<file path="config.mk">
export PLATFORM = sky130hd
export DESIGN_NAME = json_syntax_checker_top_flat
export DESIGN_NICKNAME = d
export VERILOG_FILES = /design/src/rtl/jsc_pkg.sv /design/src/rtl/jsc_req_if.sv /design/src/rtl/jsc_rsp_if.sv /design/src/rtl/json_syntax_checker_top.sv /design/src/rtl/jsc_ram.sv /design/src/rtl/jsc_core.sv /design/src/flat_wrapper.sv
export SDC_FILE = /design/constraint.sdc
export NUM_CORES = 1
export LEC_CHECK = 0
export BUFFER_PORTS_ARGS = -buffer_cell sky130_fd_sc_hd__buf_2
export CAP_MARGIN = 20
export CORE_UTILIZATION = 55
export DETAILED_ROUTE_END_ITERATION = 16
export PLACE_DENSITY = 0.71
export SYNTH_ARGS = -nofsm -noshare
export SYNTH_HDL_FRONTEND = slang
export SYNTH_SLANG_ARGS = --single-unit
</file>
<file path="constraint.sdc">
create_clock -name clock -period 5.1 [get_ports clock]
set_input_delay 1.275 -clock clock [delete_from_list [all_inputs] [get_ports clock]]
set_output_delay 1.275 -clock clock [all_outputs]
set_load 0.05 [all_outputs]
</file>
<file path="src/rtl/jsc_pkg.sv">
// Shared types, token codes, literal helpers and token-rule function for the JSON syntax checker.
// No dependencies; the files that use it refer to this package by scoped names.
package jsc_pkg;

   typedef enum logic [1:0] {MODE_OUT, MODE_STR, MODE_NUM, MODE_LIT} mode_type;
   typedef enum logic [1:0] {NC_DIGIT, NC_SIGN, NC_POINT, NC_EXP} num_class_type;
   typedef enum logic [1:0] {NN_NONE, NN_DIGIT, NN_DIGIT_OR_SIGN} num_need_type;
   typedef enum logic [1:0] {LIT_TRUE, LIT_FALSE, LIT_NULL} lit_kind_type;
   typedef enum logic [3:0] {
      TK_LBRACE = 4'd1, TK_LBRACKET = 4'd2, TK_RBRACE = 4'd3, TK_RBRACKET = 4'd4,
      TK_COMMA = 4'd5, TK_COLON = 4'd6, TK_STRING = 4'd7, TK_SCALAR = 4'd8
   } token_type;
   typedef enum logic [2:0] {
      PC_NONE, PC_LBRACE, PC_LBRACKET, PC_CLOSE, PC_COMMA, PC_COLON, PC_STRING, PC_SCALAR
   } prev_class_type;
   typedef enum logic [2:0] {
      TN_NONE, TN_KEY_OR_RBRACE, TN_VAL_OR_RBRACKET, TN_KEY, TN_VAL
   } tok_need_type;

   // everything but the bracket stack and its depth
   typedef struct packed {
      mode_type       mode;
      logic           escape_odd;
      logic [1:0]     exponent_count;
      logic [1:0]     sign_count;
      logic [1:0]     point_count;
      num_class_type  num_prev;
      num_need_type   num_need;
      lit_kind_type   lit_kind;
      logic [2:0]     lit_pos;
      prev_class_type prev_tok;
      tok_need_type   next_need;
      logic [1:0]     root_count;
      logic           seen_token;
      logic           failed;
      logic           overflowed;
   } chk_state_type;

   typedef struct packed {
      chk_state_type st;
      logic          push;
      logic          push_obj;
      logic          pop;
   } emit_res_type;

   localparam chk_state_type CHK_STATE_RESET = '{
      mode: MODE_OUT, escape_odd: 1'b0, exponent_count: 2'd0, sign_count: 2'd0,
      point_count: 2'd0, num_prev: NC_DIGIT, num_need: NN_NONE, lit_kind: LIT_TRUE,
      lit_pos: 3'd0, prev_tok: PC_NONE, next_need: TN_NONE, root_count: 2'd0,
      seen_token: 1'b0, failed: 1'b0, overflowed: 1'b0};

   function automatic logic [7:0] lit_char(lit_kind_type kind, logic [2:0] pos);
      logic [7:0] ch;
      ch = 8'h00;
      case (kind)
         LIT_TRUE: begin
            case (pos)
               3'd0: ch = "t";
               3'd1: ch = "r";
               3'd2: ch = "u";
               3'd3: ch = "e";
               default: ch = 8'h00;
            endcase
         end
         LIT_FALSE: begin
            case (pos)
               3'd0: ch = "f";
               3'd1: ch = "a";
               3'd2: ch = "l";
               3'd3: ch = "s";
               3'd4: ch = "e";
               default: ch = 8'h00;
            endcase
         end
         LIT_NULL: begin
            case (pos)
               3'd0: ch = "n";
               3'd1: ch = "u";
               3'd2: ch = "l";
               3'd3: ch = "l";
               default: ch = 8'h00;
            endcase
         end
         default: ch = 8'h00;
      endcase
      return ch;
   endfunction

   function automatic logic [2:0] lit_len(lit_kind_type kind);
      return (kind == LIT_FALSE) ? 3'd5 : 3'd4;
   endfunction

   // Structure rules for one token; stack effect returned as push/pop request.
   function automatic emit_res_type emit_token(chk_state_type s, token_type tk,
                                               logic depth_zero, logic depth_full,
                                               logic top_obj);
      emit_res_type r;
      logic         is_val;
      logic         ok;
      logic         obj;
      r          = '{st: s, push: 1'b0, push_obj: 1'b0, pop: 1'b0};
      obj        = !depth_zero && top_obj;
      is_val     = (tk == TK_LBRACE) || (tk == TK_LBRACKET) ||
                   (tk == TK_STRING) || (tk == TK_SCALAR);
      ok         = 1'b1;
      case (s.next_need)
         TN_KEY_OR_RBRACE:   ok = (tk == TK_STRING) || (tk == TK_RBRACE);
         TN_VAL_OR_RBRACKET: ok = is_val || (tk == TK_RBRACKET);
         TN_KEY:             ok = (tk == TK_STRING);
         TN_VAL:             ok = is_val;
         default:            ok = 1'b1;
      endcase
      r.st.seen_token = 1'b1;
      if (!ok) r.st.failed = 1'b1;
      r.st.next_need = TN_NONE;
      case (tk)
         TK_LBRACE, TK_LBRACKET: begin
            if (depth_zero) begin
               if (s.root_count != 2'd2) r.st.root_count = s.root_count + 2'd1;
               if (s.root_count != 2'd0) r.st.failed = 1'b1;
            end
            r.st.next_need = (tk == TK_LBRACE) ? TN_KEY_OR_RBRACE : TN_VAL_OR_RBRACKET;
            if (!depth_full) begin
               r.push     = 1'b1;
               r.push_obj = (tk == TK_LBRACE);
            end else begin
               r.st.overflowed = 1'b1;
               r.st.failed     = 1'b1;
            end
            r.st.prev_tok = (tk == TK_LBRACE) ? PC_LBRACE : PC_LBRACKET;
         end
         TK_RBRACE, TK_RBRACKET: begin
            if (depth_zero || (obj != (tk == TK_RBRACE))) r.st.failed = 1'b1;
            else r.pop = 1'b1;
            r.st.prev_tok = PC_CLOSE;
         end
         TK_COLON: begin
            if (!obj || s.prev_tok != PC_STRING) r.st.failed = 1'b1;
            r.st.next_need = TN_VAL;
            r.st.prev_tok  = PC_COLON;
         end
         TK_COMMA: begin
            if (depth_zero) r.st.failed = 1'b1;
            if (!(s.prev_tok == PC_CLOSE || s.prev_tok == PC_STRING ||
                  s.prev_tok == PC_SCALAR)) r.st.failed = 1'b1;
            r.st.next_need = obj ? TN_KEY : TN_VAL;
            r.st.prev_tok  = PC_COMMA;
         end
         default: begin
            if (depth_zero) begin
               if (s.root_count != 2'd2) r.st.root_count = s.root_count + 2'd1;
               if (s.root_count != 2'd0) r.st.failed = 1'b1;
            end
            r.st.prev_tok = (tk == TK_STRING) ? PC_STRING : PC_SCALAR;
         end
      endcase
      return r;
   endfunction

endpackage

</file>
<file path="src/rtl/jsc_req_if.sv">
// Request channel: one document byte per transfer, valid/ready handshake.
// No dependencies.
interface jsc_req_if;
   logic       valid;
   logic       ready;
   logic [7:0] data_byte;
   logic       end_of_doc;
   modport source (output valid, output data_byte, output end_of_doc, input ready);
   modport sink (input valid, input data_byte, input end_of_doc, output ready);
endinterface

</file>
<file path="src/rtl/jsc_rsp_if.sv">
// Response channel: one verdict per document, valid/ready handshake.
// No dependencies.
interface jsc_rsp_if;
   logic valid;
   logic ready;
   logic doc_valid;
   logic depth_overflow;
   modport source (output valid, output doc_valid, output depth_overflow, input ready);
   modport sink (input valid, input doc_valid, input depth_overflow, output ready);
endinterface

</file>
<file path="src/rtl/json_syntax_checker_top.sv">
// Top level of the JSON syntax checker: input stage, core and response register.
// Depends on jsc_pkg, jsc_req_if, jsc_rsp_if, jsc_ram and jsc_core.

// Takes a JSON document one byte per request and returns one response on the
// byte flagged end_of_doc: doc_valid is 1 when the document is well formed,
// depth_overflow is 1 when nesting went deeper than STACK_DEPTH (that document
// is then invalid). A byte is accepted every cycle unless stalled as below; each
// byte passes through the input register, and the verdict of a document's last
// byte is captured in the response register. Bytes keep flowing while a response
// waits; only a second end-of-document byte stalls until the waiting response is
// taken. The bracket stack is a one-bit RAM of STACK_DEPTH entries with the top
// level kept in a register, so open and close need no wait for a RAM read.
// No initialization pass is needed after reset.
module json_syntax_checker_top #(
   parameter int STACK_DEPTH = 64
) (
   input  logic  clock,
   input  logic  reset,
   jsc_req_if.sink   req_chan,
   jsc_rsp_if.source rsp_chan
);
   logic       stg_valid_ff, stg_valid_in;
   logic [7:0] stg_byte_ff;
   logic       stg_eod_ff;
   logic       rsp_valid_ff, rsp_valid_in;
   logic       rsp_doc_ff, rsp_ovf_ff;
   logic       advance, core_doc, core_ovf;

   assign advance        = stg_valid_ff && (!stg_eod_ff || !rsp_valid_ff || rsp_chan.ready);
   assign req_chan.ready = !stg_valid_ff || advance;
   assign stg_valid_in   = req_chan.valid || (stg_valid_ff && !advance);
   assign rsp_valid_in   = (advance && stg_eod_ff) || (rsp_valid_ff && !rsp_chan.ready);

   jsc_core #(.STACK_DEPTH(STACK_DEPTH)) u_core (
      .clock          (clock),
      .reset          (reset),
      .step           (advance),
      .data_byte      (stg_byte_ff),
      .end_of_doc     (stg_eod_ff),
      .doc_valid      (core_doc),
      .depth_overflow (core_ovf)
   );

   always_ff @(posedge clock) begin
      if (reset) begin
         stg_valid_ff <= 1'b0;
         rsp_valid_ff <= 1'b0;
      end else begin
         stg_valid_ff <= stg_valid_in;
         rsp_valid_ff <= rsp_valid_in;
      end
      if (req_chan.ready) begin
         stg_byte_ff <= req_chan.data_byte;
         stg_eod_ff  <= req_chan.end_of_doc;
      end
      if (advance && stg_eod_ff) begin
         rsp_doc_ff <= core_doc;
         rsp_ovf_ff <= core_ovf;
      end
   end

   assign rsp_chan.valid          = rsp_valid_ff;
   assign rsp_chan.doc_valid      = rsp_doc_ff;
   assign rsp_chan.depth_overflow = rsp_ovf_ff;
endmodule

</file>
<file path="src/rtl/jsc_ram.sv">
// Generic single-write, single-read RAM with registered read data.
// No dependencies.
module jsc_ram #(
   parameter int WIDTH = 1,
   parameter int DEPTH = 64
) (
   input  logic                                  clock,
   input  logic                                  wr_en,
   input  logic [(DEPTH > 1 ? $clog2(DEPTH) : 1)-1:0] wr_addr,
   input  logic [WIDTH-1:0]                      wr_data,
   input  logic [(DEPTH > 1 ? $clog2(DEPTH) : 1)-1:0] rd_addr,
   output logic [WIDTH-1:0]                      rd_data
);
   logic [WIDTH-1:0] mem [DEPTH];
   logic [WIDTH-1:0] rd_data_ff;

   always_ff @(posedge clock) begin
      if (wr_en) mem[wr_addr] <= wr_data;
      rd_data_ff <= mem[rd_addr];
   end

   assign rd_data = rd_data_ff;
endmodule

</file>
<file path="src/rtl/jsc_core.sv">
// Lexer, structure rules and bracket stack; one byte processed per step.
// Depends on jsc_pkg and jsc_ram.
module jsc_core #(
   parameter int STACK_DEPTH = 64
) (
   input  logic       clock,
   input  logic       reset,
   input  logic       step,
   input  logic [7:0] data_byte,
   input  logic       end_of_doc,
   output logic       doc_valid,
   output logic       depth_overflow
);
   localparam int DW = $clog2(STACK_DEPTH + 1);
   localparam int AW = (STACK_DEPTH > 1) ? $clog2(STACK_DEPTH) : 1;
   localparam logic [DW-1:0] DEPTH_MAX = DW'(STACK_DEPTH);

   jsc_pkg::chk_state_type st_ff, st_in, s;
   jsc_pkg::emit_res_type  r1, r2;
   logic [DW-1:0] depth_ff, depth_in, depth_after;
   logic          top_ff, top_in;
   logic          fwd_valid_ff, fwd_valid_in, fwd_data_ff;
   logic          below, rd_data;
   logic          depth_zero, depth_full;
   logic          do_scalar, do_tok, delim, push, pop, push_obj;
   jsc_pkg::token_type tk;
   logic [2:0]    next_pos;
   logic [AW-1:0] wr_addr, rd_addr;
   logic [DW-1:0] rd_depth;

   assign depth_zero = (depth_ff == '0);
   assign depth_full = (depth_ff == DEPTH_MAX);
   assign below      = fwd_valid_ff ? fwd_data_ff : rd_data;

   always_comb begin
      s         = st_ff;
      do_scalar = 1'b0;
      do_tok    = 1'b0;
      tk        = jsc_pkg::TK_SCALAR;
      next_pos  = st_ff.lit_pos + 3'd1;
      delim     = data_byte inside {"}", "]", ",", " ", 8'h0A, 8'h0D, 8'h09};
      r1        = '{st: s, push: 1'b0, push_obj: 1'b0, pop: 1'b0};
      r2        = r1;
      case (st_ff.mode)
         jsc_pkg::MODE_STR: begin
            if (data_byte == "\"" && !st_ff.escape_odd) begin
               s.mode = jsc_pkg::MODE_OUT;
               do_tok = 1'b1;
               tk     = jsc_pkg::TK_STRING;
            end else begin
               s.escape_odd = (data_byte == "\\") ? !st_ff.escape_odd : 1'b0;
            end
         end
         jsc_pkg::MODE_LIT: begin
            if (st_ff.lit_pos >= jsc_pkg::lit_len(st_ff.lit_kind) ||
                jsc_pkg::lit_char(st_ff.lit_kind, st_ff.lit_pos) != data_byte) begin
               s.failed = 1'b1;
               s.mode   = jsc_pkg::MODE_OUT;
            end else begin
               s.lit_pos = next_pos;
               if (next_pos == jsc_pkg::lit_len(st_ff.lit_kind)) begin
                  s.mode = jsc_pkg::MODE_OUT;
                  do_tok = 1'b1;
               end
            end
         end
         jsc_pkg::MODE_NUM: begin
            if (delim) begin
               // number ends here; the delimiter is then handled as usual below
               if (st_ff.num_need != jsc_pkg::NN_NONE || st_ff.num_prev != jsc_pkg::NC_DIGIT)
                  s.failed = 1'b1;
               s.mode    = jsc_pkg::MODE_OUT;
               do_scalar = 1'b1;
            end else begin
               if (st_ff.num_need == jsc_pkg::NN_DIGIT && !(data_byte inside {["0":"9"]}))
                  s.failed = 1'b1;
               if (st_ff.num_need == jsc_pkg::NN_DIGIT_OR_SIGN &&
                   !(data_byte inside {["0":"9"], "+", "-"}))
                  s.failed = 1'b1;
               if (data_byte inside {["0":"9"]}) begin
                  s.num_prev = jsc_pkg::NC_DIGIT;
                  s.num_need = jsc_pkg::NN_NONE;
               end else if (data_byte inside {"e", "E"}) begin
                  if (st_ff.exponent_count != 2'd3) s.exponent_count = st_ff.exponent_count + 2'd1;
                  if (st_ff.exponent_count != 2'd0 || st_ff.num_prev != jsc_pkg::NC_DIGIT)
                     s.failed = 1'b1;
                  s.num_prev = jsc_pkg::NC_EXP;
                  s.num_need = jsc_pkg::NN_DIGIT_OR_SIGN;
               end else if (data_byte == ".") begin
                  if (st_ff.point_count != 2'd3) s.point_count = st_ff.point_count + 2'd1;
                  if (st_ff.point_count != 2'd0 || st_ff.num_prev != jsc_pkg::NC_DIGIT)
                     s.failed = 1'b1;
                  s.num_prev = jsc_pkg::NC_POINT;
                  s.num_need = jsc_pkg::NN_DIGIT;
               end else if (data_byte inside {"+", "-"}) begin
                  if (st_ff.sign_count != 2'd3) s.sign_count = st_ff.sign_count + 2'd1;
                  if (st_ff.sign_count >= 2'd2 || st_ff.num_prev != jsc_pkg::NC_EXP)
                     s.failed = 1'b1;
                  s.num_prev = jsc_pkg::NC_SIGN;
                  s.num_need = jsc_pkg::NN_DIGIT;
               end else begin
                  s.failed = 1'b1;
                  s.mode   = jsc_pkg::MODE_OUT;
               end
            end
         end
         default: begin
         end
      endcase

      if (st_ff.mode == jsc_pkg::MODE_OUT || do_scalar) begin
         case (data_byte)
            "{": begin do_tok = 1'b1; tk = jsc_pkg::TK_LBRACE; end
            "[": begin do_tok = 1'b1; tk = jsc_pkg::TK_LBRACKET; end
            "}": begin do_tok = 1'b1; tk = jsc_pkg::TK_RBRACE; end
            "]": begin do_tok = 1'b1; tk = jsc_pkg::TK_RBRACKET; end
            ",": begin do_tok = 1'b1; tk = jsc_pkg::TK_COMMA; end
            ":": begin do_tok = 1'b1; tk = jsc_pkg::TK_COLON; end
            "\"": begin
               s.mode       = jsc_pkg::MODE_STR;
               s.escape_odd = 1'b0;
            end
            "t", "f", "n": begin
               s.mode     = jsc_pkg::MODE_LIT;
               s.lit_kind = (data_byte == "t") ? jsc_pkg::LIT_TRUE :
                            (data_byte == "f") ? jsc_pkg::LIT_FALSE : jsc_pkg::LIT_NULL;
               s.lit_pos  = 3'd1;
            end
            default: begin
               if (data_byte inside {["0":"9"], "+", "-"}) begin
                  s.mode           = jsc_pkg::MODE_NUM;
                  s.exponent_count = 2'd0;
                  s.point_count    = 2'd0;
                  s.sign_count     = (data_byte inside {"+", "-"}) ? 2'd1 : 2'd0;
                  s.num_prev       = (data_byte inside {"+", "-"}) ?
                                     jsc_pkg::NC_SIGN : jsc_pkg::NC_DIGIT;
                  s.num_need       = (data_byte inside {"+", "-"}) ?
                                     jsc_pkg::NN_DIGIT : jsc_pkg::NN_NONE;
               end
            end
         endcase
      end

      // end of document inside a number closes it as a scalar
      if (end_of_doc && s.mode == jsc_pkg::MODE_NUM) begin
         if (s.num_need != jsc_pkg::NN_NONE || s.num_prev != jsc_pkg::NC_DIGIT)
            s.failed = 1'b1;
         s.mode    = jsc_pkg::MODE_OUT;
         do_scalar = 1'b1;
      end

      r1 = do_scalar ? jsc_pkg::emit_token(s, jsc_pkg::TK_SCALAR, depth_zero, depth_full, top_ff)
                     : '{st: s, push: 1'b0, push_obj: 1'b0, pop: 1'b0};
      r2 = do_tok ? jsc_pkg::emit_token(r1.st, tk, depth_zero, depth_full, top_ff) : r1;
   end

   assign push     = do_tok && r2.push;
   assign pop      = do_tok && r2.pop;
   assign push_obj = r2.push_obj;

   always_comb begin
      depth_after = depth_ff;
      if (push) depth_after = depth_ff + DW'(1);
      else if (pop) depth_after = depth_ff - DW'(1);
      doc_valid      = !r2.st.failed;
      depth_overflow = r2.st.overflowed;
      if (r2.st.mode == jsc_pkg::MODE_STR || r2.st.mode == jsc_pkg::MODE_LIT ||
          r2.st.next_need != jsc_pkg::TN_NONE || depth_after != '0 ||
          r2.st.root_count > 2'd1 || !r2.st.seen_token)
         doc_valid = 1'b0;

      st_in    = st_ff;
      depth_in = depth_ff;
      top_in   = top_ff;
      if (step) begin
         st_in    = end_of_doc ? jsc_pkg::CHK_STATE_RESET : r2.st;
         depth_in = end_of_doc ? '0 : depth_after;
         if (push) top_in = push_obj;
         else if (pop) top_in = below;
      end
   end

   // stack RAM holds every level below the top; the top lives in top_ff
   assign wr_addr      = AW'(depth_ff - DW'(1));
   assign rd_depth     = depth_in - DW'(2);
   assign rd_addr      = AW'(rd_depth);
   assign fwd_valid_in = step && push && !depth_zero && (wr_addr == rd_addr);

   jsc_ram #(.WIDTH(1), .DEPTH(STACK_DEPTH)) u_stack (
      .clock   (clock),
      .wr_en   (step && push && !depth_zero),
      .wr_addr (wr_addr),
      .wr_data (top_ff),
      .rd_addr (rd_addr),
      .rd_data (rd_data)
   );

   always_ff @(posedge clock) begin
      if (reset) begin
         st_ff        <= jsc_pkg::CHK_STATE_RESET;
         depth_ff     <= '0;
         fwd_valid_ff <= 1'b0;
      end else begin
         st_ff        <= st_in;
         depth_ff     <= depth_in;
         fwd_valid_ff <= fwd_valid_in;
      end
      top_ff      <= top_in;
      fwd_data_ff <= top_ff;
   end

`ifndef SYNTHESIS
   a_depth_bound: assert property (@(posedge clock) disable iff (reset)
      depth_ff <= DEPTH_MAX) else $error("stack depth beyond limit");
   a_push_pop_excl: assert property (@(posedge clock) disable iff (reset)
      !(push && pop)) else $error("push and pop in one step");
   a_doc_clears: assert property (@(posedge clock) disable iff (reset)
      step && end_of_doc |=> depth_ff == '0 && st_ff.mode == jsc_pkg::MODE_OUT &&
      !st_ff.failed) else $error("state not cleared after document");
   a_full_no_push: assert property (@(posedge clock) disable iff (reset)
      step && depth_full |-> !push) else $error("push on full stack");
`endif
endmodule

</file>
<file path="src/flat_wrapper.sv">
// flat-port wrapper written by rule: the top's interface ports become plain ports
module json_syntax_checker_top_flat 
#(
   parameter int STACK_DEPTH = 64
)
  (clock, reset, req_chan_valid, req_chan_data_byte, req_chan_end_of_doc, req_chan_ready, rsp_chan_valid, rsp_chan_doc_valid, rsp_chan_depth_overflow, rsp_chan_ready);
  jsc_req_if req_chan_i ();
  jsc_rsp_if rsp_chan_i ();
  input  logic clock;
  input  logic reset;
  input wire logic [$bits(req_chan_i.valid)-1:0] req_chan_valid;
  input wire logic [$bits(req_chan_i.data_byte)-1:0] req_chan_data_byte;
  input wire logic [$bits(req_chan_i.end_of_doc)-1:0] req_chan_end_of_doc;
  output wire logic [$bits(req_chan_i.ready)-1:0] req_chan_ready;
  output wire logic [$bits(rsp_chan_i.valid)-1:0] rsp_chan_valid;
  output wire logic [$bits(rsp_chan_i.doc_valid)-1:0] rsp_chan_doc_valid;
  output wire logic [$bits(rsp_chan_i.depth_overflow)-1:0] rsp_chan_depth_overflow;
  input wire logic [$bits(rsp_chan_i.ready)-1:0] rsp_chan_ready;
  assign req_chan_i.valid = req_chan_valid;
  assign req_chan_i.data_byte = req_chan_data_byte;
  assign req_chan_i.end_of_doc = req_chan_end_of_doc;
  assign req_chan_ready = req_chan_i.ready;
  assign rsp_chan_valid = rsp_chan_i.valid;
  assign rsp_chan_doc_valid = rsp_chan_i.doc_valid;
  assign rsp_chan_depth_overflow = rsp_chan_i.depth_overflow;
  assign rsp_chan_i.ready = rsp_chan_ready;
  json_syntax_checker_top #(.STACK_DEPTH(STACK_DEPTH)) u_core (.clock(clock), .reset(reset), .req_chan(req_chan_i), .rsp_chan(rsp_chan_i));
endmodule
</file>
======== After elaboration in Yosys (flattened, before gate mapping) ========
Memories as Yosys holds them, arrays and structs flattened. A register that Yosys moved wholly into a read port is not among the register bits.
Index checks and enable logic that the tools add are counted.
storage, ports and cells
  output and inout bits ................... 4
  memory bits (writable) .................. 64
  register bits after elaboration ......... 52
  bits of input ports ..................... 13
  memories ................................ 1
operators by class
  magnitude comparators ................... 5
  add/subtract/negate cells ............... 9
  equal/unequal tests ..................... 63
  reductions and logical operators ........ 81
  mux-type cells .......................... 115
memories
  name                       words  bits a word  rd ports  clocked after Yosys merged registers in  write ports  line           source
  u_core.u_core.u_stack.mem  64     1            1         1                                        1            jsc_ram.sv:14  logic [WIDTH-1:0] mem [DEPTH];
operators by type and width
  cell                                                  count
  equality test 8 x 7 -> 1 bit (second input constant)  10
  equality test 8 x 6 -> 1 bit (second input constant)  7
  two-way mux 2 bit                                     27
  two-way mux 1 bit                                     48
  two-way mux 10 bit                                    4
  one-hot mux 7 bit (5 select lines)                    1
  two-way mux 4 bit                                     8
  two-way mux 29 bit                                    1
  two-way mux 14 bit                                    2
  two-way mux 7 bit                                     4
  one-hot mux 7 bit (4 select lines)                    1
  logical OR 1 bit                                      26
  equality test 8 x 4 -> 1 bit (second input constant)  3
  one-hot mux 4 bit (6 select lines)                    1
  one-hot mux 8 bit (3 select lines)                    1
  nonzero test 2 bit                                    11
  one-hot mux 7 bit (3 select lines)                    1
  equality test 3 x 2 -> 1 bit (second input constant)  6
  two-way mux 18 bit                                    1
  equality test 4 x 3 -> 1 bit (second input constant)  4
  logical AND 1 bit                                     15
  nonzero test 7 bit                                    2
  equality test 2 bit (second input constant)           6
  equality test 3 bit (second input constant)           4
  42 further kinds                                      79

======== Longest topological paths before layout ========
Gate-level depths: netlist of run 1.
  depth after elaboration ................. 37
  mapped depth ............................ 18
  gate-level depth less buffers ........... 17

======== By module ========
Synthesis of run 1 repeated with hierarchy kept, for this count alone.
second synthesis, totals
  cell total of the unflattened synthesis .. 766
  area, all modules ....................... 7308.3 µm²
by module, submodules not included
  module                   instances  area an instance (µm²)  cells an instance  sequential area each (µm²)
  jsc_core                 1          3932.5                  539                790.8
  jsc_ram                  1          2936.6                  205                1941.9
  json_syntax_checker_top  1          439.2                   22                 370.4

======== Worst setup path after synthesis of run 1 ========
No wires, ideal clock.
  path type ............................... input-to-reg
  start ................................... input port rsp_chan_ready
  end ..................................... register u_core.u_core.u_stack.rd_data_ff, in the netlist u_core.u_core.u_stack.rd_data (read register of u_core.u_core.u_stack.mem)
  setup slack ............................. 0.517 ns
  buffers on the path ..................... 4
  arrival ................................. 4.447 ns
  stages .................................. 15
  cell sequence ........................... nor2b_1 -> nand2_1 -> nand2_1 -> clkbuf_1 -> clkbuf_1 -> a21oi_1 -> ha_1 -> nor4_2 -> or2_1 -> buf_6 -> buf_6 -> mux4_2 -> mux4_2 -> nor3_1 -> a211oi_1
on the way
  longest elaborated chain between the ends .. 4
ends and longest elaborated chain
  what                       line                           source
  start, declared            flat_wrapper.sv:18             input wire logic [$bits(rsp_chan_i.ready)-1:0] rsp_chan_ready;
  logical OR 1 bit           json_syntax_checker_top.sv:29  assign advance = stg_valid_ff && (!stg_eod_ff || !rsp_valid_ff || rsp_chan.ready);
  logical AND 1 bit          json_syntax_checker_top.sv:29
  two-way mux 7 bit          jsc_core.sv:175                if (step) begin
  subtractor 6 x 2 -> 6 bit  jsc_core.sv:185                assign rd_depth = depth_in - DW'(2);
  end, declared              jsc_ram.sv:15                  logic [WIDTH-1:0] rd_data_ff;
No other way between the ends.
A chain may end at the register's enable or synchronous reset.

======== Final worst setup path of run 1 ========
  start ................................... register u_core.stg_byte_ff[7]
  end ..................................... register u_core.u_core.u_stack.rd_data_ff, in the netlist u_core.u_core.u_stack.rd_data (read register of u_core.u_core.u_stack.mem)
on the way
  longest elaborated chain between the ends .. 18
ends and longest elaborated chain
  what                                                                           line                              source
  start, declared                                                                json_syntax_checker_top.sv:23     logic [7:0] stg_byte_ff;
  start signal, assigned                                                         json_syntax_checker_top.sv:53     stg_byte_ff <= req_chan.data_byte;
  equality test 8 x 6 -> 1 bit, or another cell as far along                     jsc_core.sv:46                    if (data_byte == "\"" && !st_ff.escape_odd) begin
  logical AND 1 bit / nonzero test 7 bit (equally long branches)                 jsc_core.sv:46, jsc_core.sv:41
  two-way mux 4 bit / two-way mux 1 bit (equally long branches)                  jsc_core.sv:46, jsc_core.sv:68
  two-way mux 4 bit / two-way mux 1 bit (equally long branches)                  jsc_core.sv:44                    case (st_ff.mode)
  one-hot mux 4 bit (6 select lines) / logical OR 1 bit (equally long branches)  jsc_core.sv:112, jsc_core.sv:111
  two-way mux 4 bit                                                              jsc_core.sv:111                   if (st_ff.mode == jsc_pkg::MODE_OUT || do_scalar) begin
  equality test 4 x 2 -> 1 bit                                                   jsc_pkg.sv:116, jsc_pkg.sv:133
  inequality test 1 bit                                                          jsc_pkg.sv:133                    if (depth_zero || (obj != (tk == TK_RBRACE))) r.st.failed = 1'b1;
  [2 not listed]                                                                 n/a
  two-way mux 1 bit                                                              jsc_pkg.sv:116                    case (tk)
  two-way mux 14 bit                                                             jsc_core.sv:154                   r2 = do_tok ? jsc_pkg::emit_token(r1.st, tk, depth_zero, depth_full, top_ff) : r1;
  logical AND 1 bit                                                              jsc_core.sv:158                   assign pop = do_tok && r2.pop;
  two-way mux 7 bit                                                              jsc_core.sv:164                   else if (pop) depth_after = depth_ff - DW'(1);
  two-way mux 7 bit *                                                            jsc_core.sv:163                   if (push) depth_after = depth_ff + DW'(1);
  two-way mux 7 bit *                                                            jsc_core.sv:177                   depth_in = end_of_doc ? '0 : depth_after;
  two-way mux 7 bit *                                                            jsc_core.sv:175
  subtractor 6 x 2 -> 6 bit *                                                    jsc_core.sv:185
Every way passes the cells marked *; elsewhere a longest branch is shown, timed or not.

==> flow_summary.ini, run 1 <==
[critical_path]
cp_max_fo = 10
r2r_cells = 14
required_ps = 5390
worstSetupPathType = reg -> reg
reg2reg_to = u_core.u_core.u_stack.rd_data$_DFF_P_
crit_arrival_ps = 5150
endpoint_kind = register
r2r_setup_slack_ps = 240
start_kind = register
startpoint = u_core.stg_byte_ff[7]$_DFFE_PN_
rr_startpoint = u_core.stg_byte_ff[7]$_DFFE_PN_

[logic_synthesis]
postSynthAreaPerCell_um2 = 9.07
synth_top_area_share = 0.315
yosys-top-cells-area = edfxtp_1 (31%), dfxtp_1 (11%), nor2_1 (6.7%)
yosysWarnings = 0
syn-instance-count = 799
synth_fp_nets = 824
synth_seq_cells = 117
ys.flop_type = edfxtp_1
yosysSeqAreaShare = 0.428
yosys.cell_types.count = 79
yosysTopAreaCell = edfxtp_1
syn-cell-area_um2 = 7250
async_flop_share = 0
synth_edf_count = 76

[pwr]
ir_worst_vdd_v = 0.000346
report.power.total_mw = 2.31
powerDensity_nw_per_um2 = 283
leakage_nw = 2.76

[floorplan]
start_util = 0.570
coreArea_um2 = 12700
die_y_um = 117
die_area_um2 = 13600
rows = 41
die_w_um = 117
ios = 17

[sta]
slew_viol_final = 0
rsz0062_at_grt = false
fin_skew_ps = 7.99
relSlewSlack = 0.358
final-hold-violation-count = 0
fin_ws_ps = 240
finalCritPeriodShare = 0.953
period_needed_ps = 4860
tightestPinTransition_ps = 959
setup_viol = 0
max_freq_mhz = 206
setup_tns_ps = 0

[finish]
n_antenna_cell = 0
final_cell_mix = nor2_1 (130), edfxtp_1 (76), nand2_1 (69)
nets = 845
layout_commonest_cell = nor2_1
area_growth_pct = 12.5
drive_gt1_frac = 0.133

[cts]
clkTransAtPathRegs_ps = 60
cts-htree-levels = 4
root_buffer = clkbuf_16
clk_latency_ps = 430
numCtsBuffers = 17
cts_tree = built
cts.sinks = 117
hold_buffers = 0
cts_buffer_depth = 2

[hold_path]
min_from = u_core.u_core.s[6]$_SDFFE_PP0P_
whs_endpoint = u_core.u_core.s[6]$_SDFFE_PP0P_
hold_path_class = reg -> reg
hold_depth = 2

[placement]
dpl.hpwl_um = 14800
port_buffers = 16
gp_congestion = 0.928
place_ws_ps = 247

[routing]
num_vias = 6592
dr.first_iter.drc_count = 864
dr.pass1.iters = 8
wl_per_cell_um = 20.7
post-route-drc-count = 0
drtAntennaViolNets = 0
wl_um = 20800
viasPerCell = 6.56

[global_routing]
antenna_found_initial = 0
grt_overflow_total = 0
grt_pass1_vias = 6007
grt_max_degree = 68
grt_pass1_wl_um = 32400
track_usage = 0.321

[flow_run]
max-cap-violations = 0

[run_status]
outcome = complete, no violations
## timing repair
item                                    4_1_cts  5_1_grt
endpoints found under the setup margin        0        1
buffers inserted                              0        0
gates resized for setup                       0        1
## synth_stat cells (all sizes together), types with 4 or more instances
library cell and count:
a2111oi 5, a211oi 5, a21o 4, a21oi 36, a22oi 17, a311oi 7
a31oi 14, a32oi 9, and2 9, and3 17, and4 4, buf 9
clkbuf 33, dfxtp 41, edfxtp 76, ha 12, inv 22, mux2 6
mux2i 8, mux4 9, nand2 69, nand2b 8, nand3 33, nand4 9
nand4b 4, nor2 132, nor2b 15, nor3 26, nor4 15, o2111ai 4
o211ai 5, o21ai 47, o22ai 4, o31a 4, or2 5, xnor2 12
xor2 9
## state kept, by name, summed over array words and instances (netlist names)
name / cells
u_core.rsp_chan.depth_overflow: 1
u_core.rsp_chan.doc_valid: 1
u_core.rsp_chan.valid: 1
u_core.stg_byte_ff: 8
u_core.stg_eod_ff: 1
u_core.stg_valid_ff: 1
u_core.u_core.depth_ff: 7
u_core.u_core.fwd_data_ff: 1
u_core.u_core.fwd_valid_ff: 1
u_core.u_core.s: 10
u_core.u_core.st_ff: 19
u_core.u_core.top_ff: 1
u_core.u_core.u_stack.mem: 64
u_core.u_core.u_stack.rd_data: 1
## worst max-delay path, cell delays in order (launching register included)
cell and delay (ps):
edfxtp_1 530, nor4b_4 500, nand4_4 230, a311o_1 470, o31ai_4 320, a32oi_1 220
mux2i_1 270, a21oi_1 100, ha_1 240, nor4_2 330, or2_2 330, mux4_2 340
mux2_2 270, a2111oi_0 450, a211oi_1 110
## area by class of cell
| class | count | area, um2 |
|---|---|---|
| multi-input combinational | 618 | 3870 |
| sequential | 117 | 3100 |
| tap | 172 | 215 |
| clock buffer | 17 | 425 |
| clock inverter | 15 | 171 |
| inverter | 22 | 82.6 |
| fill | 1082 | 4560 |
| timing repair buffer | 44 | 290 |
## report_power, final
part	total (mW)	internal (mW)	switching [mW]	leakage, nW
registers	1.02	1.00	0.0120	1.03
clock network	1.21	0.729	0.479	0.273
logic	0.0864	0.0285	0.0579	1.46
## logic make-up after synthesis
kind of cell    share of synthesized area
mux                                0.0483
simple gates                        0.250
flops                               0.428
buf+inv                            0.0381
compound gates                      0.190
fa+ha+maj                          0.0207
xor+xnor                           0.0254
## metal layers
metal | track usage | routed length (um) | share of wire | vias up
li1 | - | - | - | 3035
met1 | 0.460 | 9110 | 0.44 | 3148
met2 | 0.464 | 9040 | 0.43 | 366
met3 | 0.100 | 2240 | 0.11 | 43
met4 | 0.100 | 435 | 0.021 | 0
met5 | 0 | 0 | 0 | -
## worst max path at each step
stage	endpoint	slack [ps]	cells past startpoint
final	u_core.u_core.u_stack.rd_data$_DFF_P_	240	14
after global routing	u_core.u_core.u_stack.rd_data$_DFF_P_	6	15
after CTS	u_core.u_core.u_stack.rd_data$_DFF_P_	210	14
after detailed placement	u_core.u_core.u_stack.rd_data$_DFF_P_	250	14
after global placement	u_core.u_core.u_stack.rd_data$_DFF_P_	390	14
after floorplan	u_core.u_core.u_stack.rd_data$_DFF_P_	520	15
## stage by stage
stage,cells,cell area [um2],util,hold slack (ps)
2_1_floorplan,799,7250,-,441
3_3_place_gp,973,7560,0.594,457
3_5_place_dp,973,7560,0.594,467
4_1_cts,1005,8160,0.641,474
5_1_grt,1005,8160,0.641,501
6_report,1005,8160,0.641,479
(Power assumes the default switching activity.)
==> run 2: changes to the inputs <==
--- a/config.mk
+++ b/config.mk
@@ -10,6 +10,7 @@
 export CORE_UTILIZATION = 55
 export DETAILED_ROUTE_END_ITERATION = 16
 export PLACE_DENSITY = 0.71
+export RECOVER_POWER = 50
 export SYNTH_ARGS = -nofsm -noshare
 export SYNTH_HDL_FRONTEND = slang
 export SYNTH_SLANG_ARGS = --single-unit
==> run 2 against run 1 <==
  * The run now ends with capacitance limit, slew limit left
  * Critical path type unchanged
  * Via count did not move
  * Utilization decreased by 0.13 points
  * Clock power is essentially flat
  * Critical path depth unchanged
  * Design area fell by 0.20%
  * Die area did not move
  * Power barely moved
  * Non-clock buffer count is the same
  * Wire length about the same
  * Largest cell class unchanged
  * Worst hold slack worse by 3.6 ps
  * Worst setup slack better by 58 ps
==> flow_summary.ini, run 2 (synthesized netlist as in run 1, its figures left out) <==
[run_status]
outcome = finished, violations left
violations = capacitance limit, slew limit

[finish]
layout_commonest_cell = nor2_1
nets = 845
area_growth_pct = 12.3
largest_reg_flops = 64
n_antenna_cell = 0
final_cell_count_no_fill = 1005
drive_gt1_frac = 0.125
regMostFlops = u_core.u_core.u_stack.mem
final_cell_mix = nor2_1 (130), edfxtp_1 (76), nand2_1 (69)

[floorplan]
rows = 41
coreArea_um2 = 12700
start_util = 0.570
die_area_um2 = 13600
die_y_um = 117
die_w_um = 117
ios = 17

[cts]
clkTransAtPathRegs_ps = 60
clk_latency_ps = 430
cts.sinks = 117
cts-htree-levels = 4
root_buffer = clkbuf_16
cts_buffer_depth = 2
hold_buffers = 0
numCtsBuffers = 17
cts_tree = built

[critical_path]
required_ps = 5400
worstSetupPathType = reg -> reg
rr_startpoint = u_core.stg_byte_ff[7]$_DFFE_PN_
cpPeakStageDelay_ps = 530
critPathBufInv = 0
path_depth = 14
crit_family = compound AO/OA/AOI/OAI gates
start_kind = register
worstSetupEndpoint = u_core.u_core.u_stack.rd_data$_DFF_P_
worstPathCellList = nor4b_4 > nand4_4 > a311o_1 > o31ai_4 > a32oi_1 > mux2i_1 > a21oi_1 > ha_1 > nor4_2 > or2_2 > mux4_2 > mux2_2 > a2111oi_0 > a211oi_1
reg2reg_to = u_core.u_core.u_stack.rd_data$_DFF_P_
crit_arrival_ps = 5100
cp_max_fo = 10
cp_slowest_cell = edfxtp_1
r2r_setup_slack_ps = 300
r2r_cells = 14
startpoint = u_core.stg_byte_ff[7]$_DFFE_PN_
endpoint_kind = register

[hold_path]
hold_path_class = reg -> reg

[routing]
num_vias = 6592
post-route-drc-count = 0
viasPerCell = 6.56
drtAntennaViolNets = 0
wl_um = 20800
dr.first_iter.drc_count = 902
dr.pass1.iters = 6
wl_per_cell_um = 20.7

[sta]
fin_skew_ps = 8.04
rsz0062_at_grt = false
relSlewSlack = -0.644
setup_tns_ps = 0
finalCritPeriodShare = 0.941
max_freq_mhz = 208
final-hold-violation-count = 0
tightestPinTransition_ps = 2470
period_needed_ps = 4800
slew_viol_final = 68
setup_viol = 0

[global_routing]
grt_pass1_vias = 6007
grt_pass1_wl_um = 32400
track_usage = 0.321
antenna_found_initial = 0
grt_max_degree = 68
grt_overflow_total = 0

[pwr]
powerDensity_nw_per_um2 = 284
leakage_nw = 2.74
report.power.total_mw = 2.31
ir_worst_vdd_v = 0.000346

[placement]
dpl.hpwl_um = 14800
port_buffers = 16
gp_congestion = 0.928
place_inst = 973

[flow_run]
max-cap-violations = 1
## run 2: cell types whose count changed in the layout (fill, tap and decap cells not counted), sizes merged
cell and delta:
buf -7, clkbuf +7
## run 2: worst register-to-register path, cell delays in order (launching register included)
cell and delay (ps):
edfxtp_1 530, nor4b_4 500, nand4_4 240, a311o_1 470
o31ai_4 320, a32oi_1 220, mux2i_1 270, a21oi_1 110
ha_1 240, nor4_2 330, or2_2 330, mux4_2 340
mux2_2 270, a2111oi_0 410, a211oi_1 100
## run 2: report_power, final
part	switching (mW)	internal, mW	total, mW
Combinational	0.0579	0.0281	0.0860
Sequential	0.0121	1.00	1.02
Clock	0.477	0.729	1.21
Total	0.547	1.76	2.31
## run 2: how the worst min path moves through the flow
| stage | from | to | slack, ps | depth (start not counted) |
|---|---|---|---|---|
| 3_5_place_dp | u_core.u_core.s[6]$_SDFFE_PP0P_ | u_core.u_core.s[6]$_SDFFE_PP0P_ | 470 | 2 |
| 2_1_floorplan | u_core.u_core.s[6]$_SDFFE_PP0P_ | u_core.u_core.s[6]$_SDFFE_PP0P_ | 440 | 2 |
| 4_1_cts | u_core.u_core.s[6]$_SDFFE_PP0P_ | u_core.u_core.s[6]$_SDFFE_PP0P_ | 470 | 2 |
| 3_3_place_gp | u_core.u_core.s[6]$_SDFFE_PP0P_ | u_core.u_core.s[6]$_SDFFE_PP0P_ | 460 | 2 |
| 6_report | u_core.u_core.s[6]$_SDFFE_PP0P_ | u_core.u_core.s[6]$_SDFFE_PP0P_ | 480 | 2 |
| 5_1_grt | u_core.u_core.s[6]$_SDFFE_PP0P_ | u_core.u_core.s[6]$_SDFFE_PP0P_ | 500 | 2 |
## run 2: cell type report
cell class / count / area, um2
clock buffers: 17 / 425
repair buffers: 44 / 274
multi-input cells: 618 / 3870
fillers: 1083 / 4580
flip-flops and latches: 117 / 3100
well taps: 172 / 215
clock inverters: 15 / 171
inverters: 22 / 82.6
## run 2: timing repair
action                                  4_1_cts  5_1_grt
hold endpoints to repair                      0        0
resized for setup                             0        1
buffers inserted                              0        0
endpoints found under the setup margin        0        1
## run 2: stage by stage
| step | setup WS [ps] | cell area, um2 | hold WS (ps) | utilization |
|---|---|---|---|---|
| finish | 299 | 8140 | 475 | 0.640 |
| global route | 3.52 | 8140 | 501 | 0.640 |
| CTS | 212 | 8160 | 474 | 0.641 |
| detailed placement | 247 | 7560 | 467 | 0.594 |
| global placement | 387 | 7560 | 457 | 0.594 |
| floorplan | 517 | 7250 | 441 | - |
## run 2: routing by layer
layer  share of wire  track usage
met1            0.45        0.460
met5               0            0
met2            0.43        0.464
met3            0.10        0.100
met4           0.022        0.100
==> run 3: changes to the inputs <==
==> constraint.sdc (replaced) <==
create_clock -name clock -period 4.8 [get_ports clock]
set_input_delay 1.2 -clock clock [delete_from_list [all_inputs] [get_ports clock]]
set_output_delay 1.2 -clock clock [all_outputs]
set_load 0.05 [all_outputs]
==> run 3 against run 2 <==
  * First-iteration DRC count shrank 6.4%
  * Register-to-register slack lost 60 ps
  * Design area grew 1.8%
  * Clock skew is essentially flat
  * Wire length grew 2.5%
  * Maximum frequency grew 5.3%
  * Combinational power grew 19%
  * The run still ends with capacitance limit, slew limit left
  * Non-clock buffer count grew 17
  * Worst setup slack lost 58 ps
  * Sequential power grew 6%
==> flow_summary.ini, run 3 (synthesized netlist as in run 1, its figures left out) <==
[run_status]
outcome = finished, violations left
violations = capacitance limit, slew limit

[hold_path]
hold_path_class = reg -> reg
min_from = u_core.u_core.s[6]$_SDFFE_PP0P_

[routing]
drtAntennaViolNets = 0
route.layer.met1.wl_um = 9110
wl_per_cell_um = 20.9
post-route-drc-count = 0
num_vias = 6735
routed.top_layer = met4
wl_met3_um = 2530
wl_met2_um = 9240
dr.pass1.iters = 5
wl_um = 21400
dr.first_iter.drc_count = 844
viasPerCell = 6.59

[sta]
fin_skew_ps = 8.03
period_needed_ps = 4560
slew_viol_final = 68
final-hold-violation-count = 0
max_freq_mhz = 219
setup_viol = 0
tightestPinTransition_ps = 2530
relSlewSlack = -0.687
finalCritPeriodShare = 0.950

[pwr]
pwr-share-comb = 0.042
p_seq_frac = 0.443
report.power.total_mw = 2.44
powerDensity_nw_per_um2 = 294
ir_worst_vdd_v = 0.000447
p_sw_mw = 0.567
p_clk_frac = 0.516
swShare = 0.233
leakage_nw = 2.83
p_int_mw = 1.87

[finish]
largest_reg_flops = 64
area_growth_pct = 14.3
drive_gt1_frac = 0.147
nets = 862
layout_commonest_cell = nor2_1
final_cell_count_no_fill = 1022
final_cell_mix = nor2_1 (130), edfxtp_1 (76), nand2_1 (69)
regMostFlops = u_core.u_core.u_stack.mem
n_antenna_cell = 0

[global_routing]
grt_pass1_wl_um = 32800
grt_pass1_vias = 5965
antenna_found_initial = 0
grt_overflow_total = 0
track_usage = 0.327
grt_max_degree = 68

[cts]
cts_tree = built
cts.sinks = 117
cts_buffer_depth = 2
clkTransAtPathRegs_ps = 60
root_buffer = clkbuf_16
cts-htree-levels = 4
clk_latency_ps = 420
hold_buffers = 0
numCtsBuffers = 17

[placement]
dpl.hpwl_um = 15200
port_buffers = 16
gp_congestion = 0.938
place_inst = 982

[floorplan]
start_util = 0.570
rows = 41
die_area_um2 = 13600
coreArea_um2 = 12700
ios = 17
die_w_um = 117
die_y_um = 117

[critical_path]
start_kind = register
rr_startpoint = u_core.stg_byte_ff[7]$_DFFE_PN_
required_ps = 5090
cp_max_fo = 8
crit_arrival_ps = 4850
worstSetupPathType = reg -> reg
endpoint_kind = register
startpoint = u_core.stg_byte_ff[7]$_DFFE_PN_

[flow_run]
max-cap-violations = 1
[run 3: power groups by stage]
| stage | combinational (mW) | clock, mW | sequential, mW |
|---|---|---|---|
| 6_report | 0.102 | 1.26 | 1.08 |
| 5_1_grt | 0.109 | 1.31 | 1.08 |
| 4_1_cts | 0.0935 | 1.26 | 1.08 |
| 3_5_place_dp | 0.0929 | 0 | 1.10 |
| 3_3_place_gp | 0.0913 | 0 | 1.10 |
| 2_1_floorplan | 0.0643 | 0 | 1.10 |
[run 3: critical path, stage by stage (launching register included)]
cell and delay [ps]:
edfxtp_1 520, and4b_1 350, o211ai_1 250, a311o_1 470, o31ai_4 330, a32oi_1 210, mux2i_1 270, a21oi_1 100
ha_1 240, nor4_2 330, or2_4 220, buf_4 160, mux4_2 300, and3_1 190, a2111oi_0 390, a211oi_1 90
[run 3: per-stage QoR]
stage	setup slack (ps)	setup TNS, ps	instance area (um2)	utilization	hold WS [ps]
finish	241	0	8290	0.651	480
global route	-6.60	-6.60	8290	0.651	509
CTS	110	0	8210	0.645	479
detailed placement	120	0	7630	0.600	471
global placement	287	0	7630	0.600	459
floorplan	237	0	7250	-	441
[run 3: metal layers]
metal  track usage  vias up
met5             0        -
met4         0.119        0
met3        0.0906       38
met2         0.473      414
met1         0.470     3211
li1              -     3072
[run 3: final cells by class]
type | instances | area, um2
repair buffers | 61 | 400
clock inverters | 14 | 153
inverters | 22 | 82.6
clock buffers | 18 | 429
flip-flops and latches | 117 | 3100
fillers | 1098 | 4430
multi-input cells | 618 | 3910
well taps | 172 | 215
[run 3: path summary, 6_finish.rpt]
check,slack [ps],cells after the start,endpoint
max,240,15,u_core.u_core.u_stack.rd_data$_DFF_P_
min,480,2,u_core.u_core.s[6]$_SDFFE_PP0P_
max reg2reg,240,15,u_core.u_core.u_stack.rd_data$_DFF_P_
min reg2reg,480,2,u_core.u_core.s[6]$_SDFFE_PP0P_
[run 3: timing repair]
item                                    in CTS  in global routing
setup buffers                                0                  8
gates resized for setup                      0                  7
endpoints found under the setup margin       0                  2
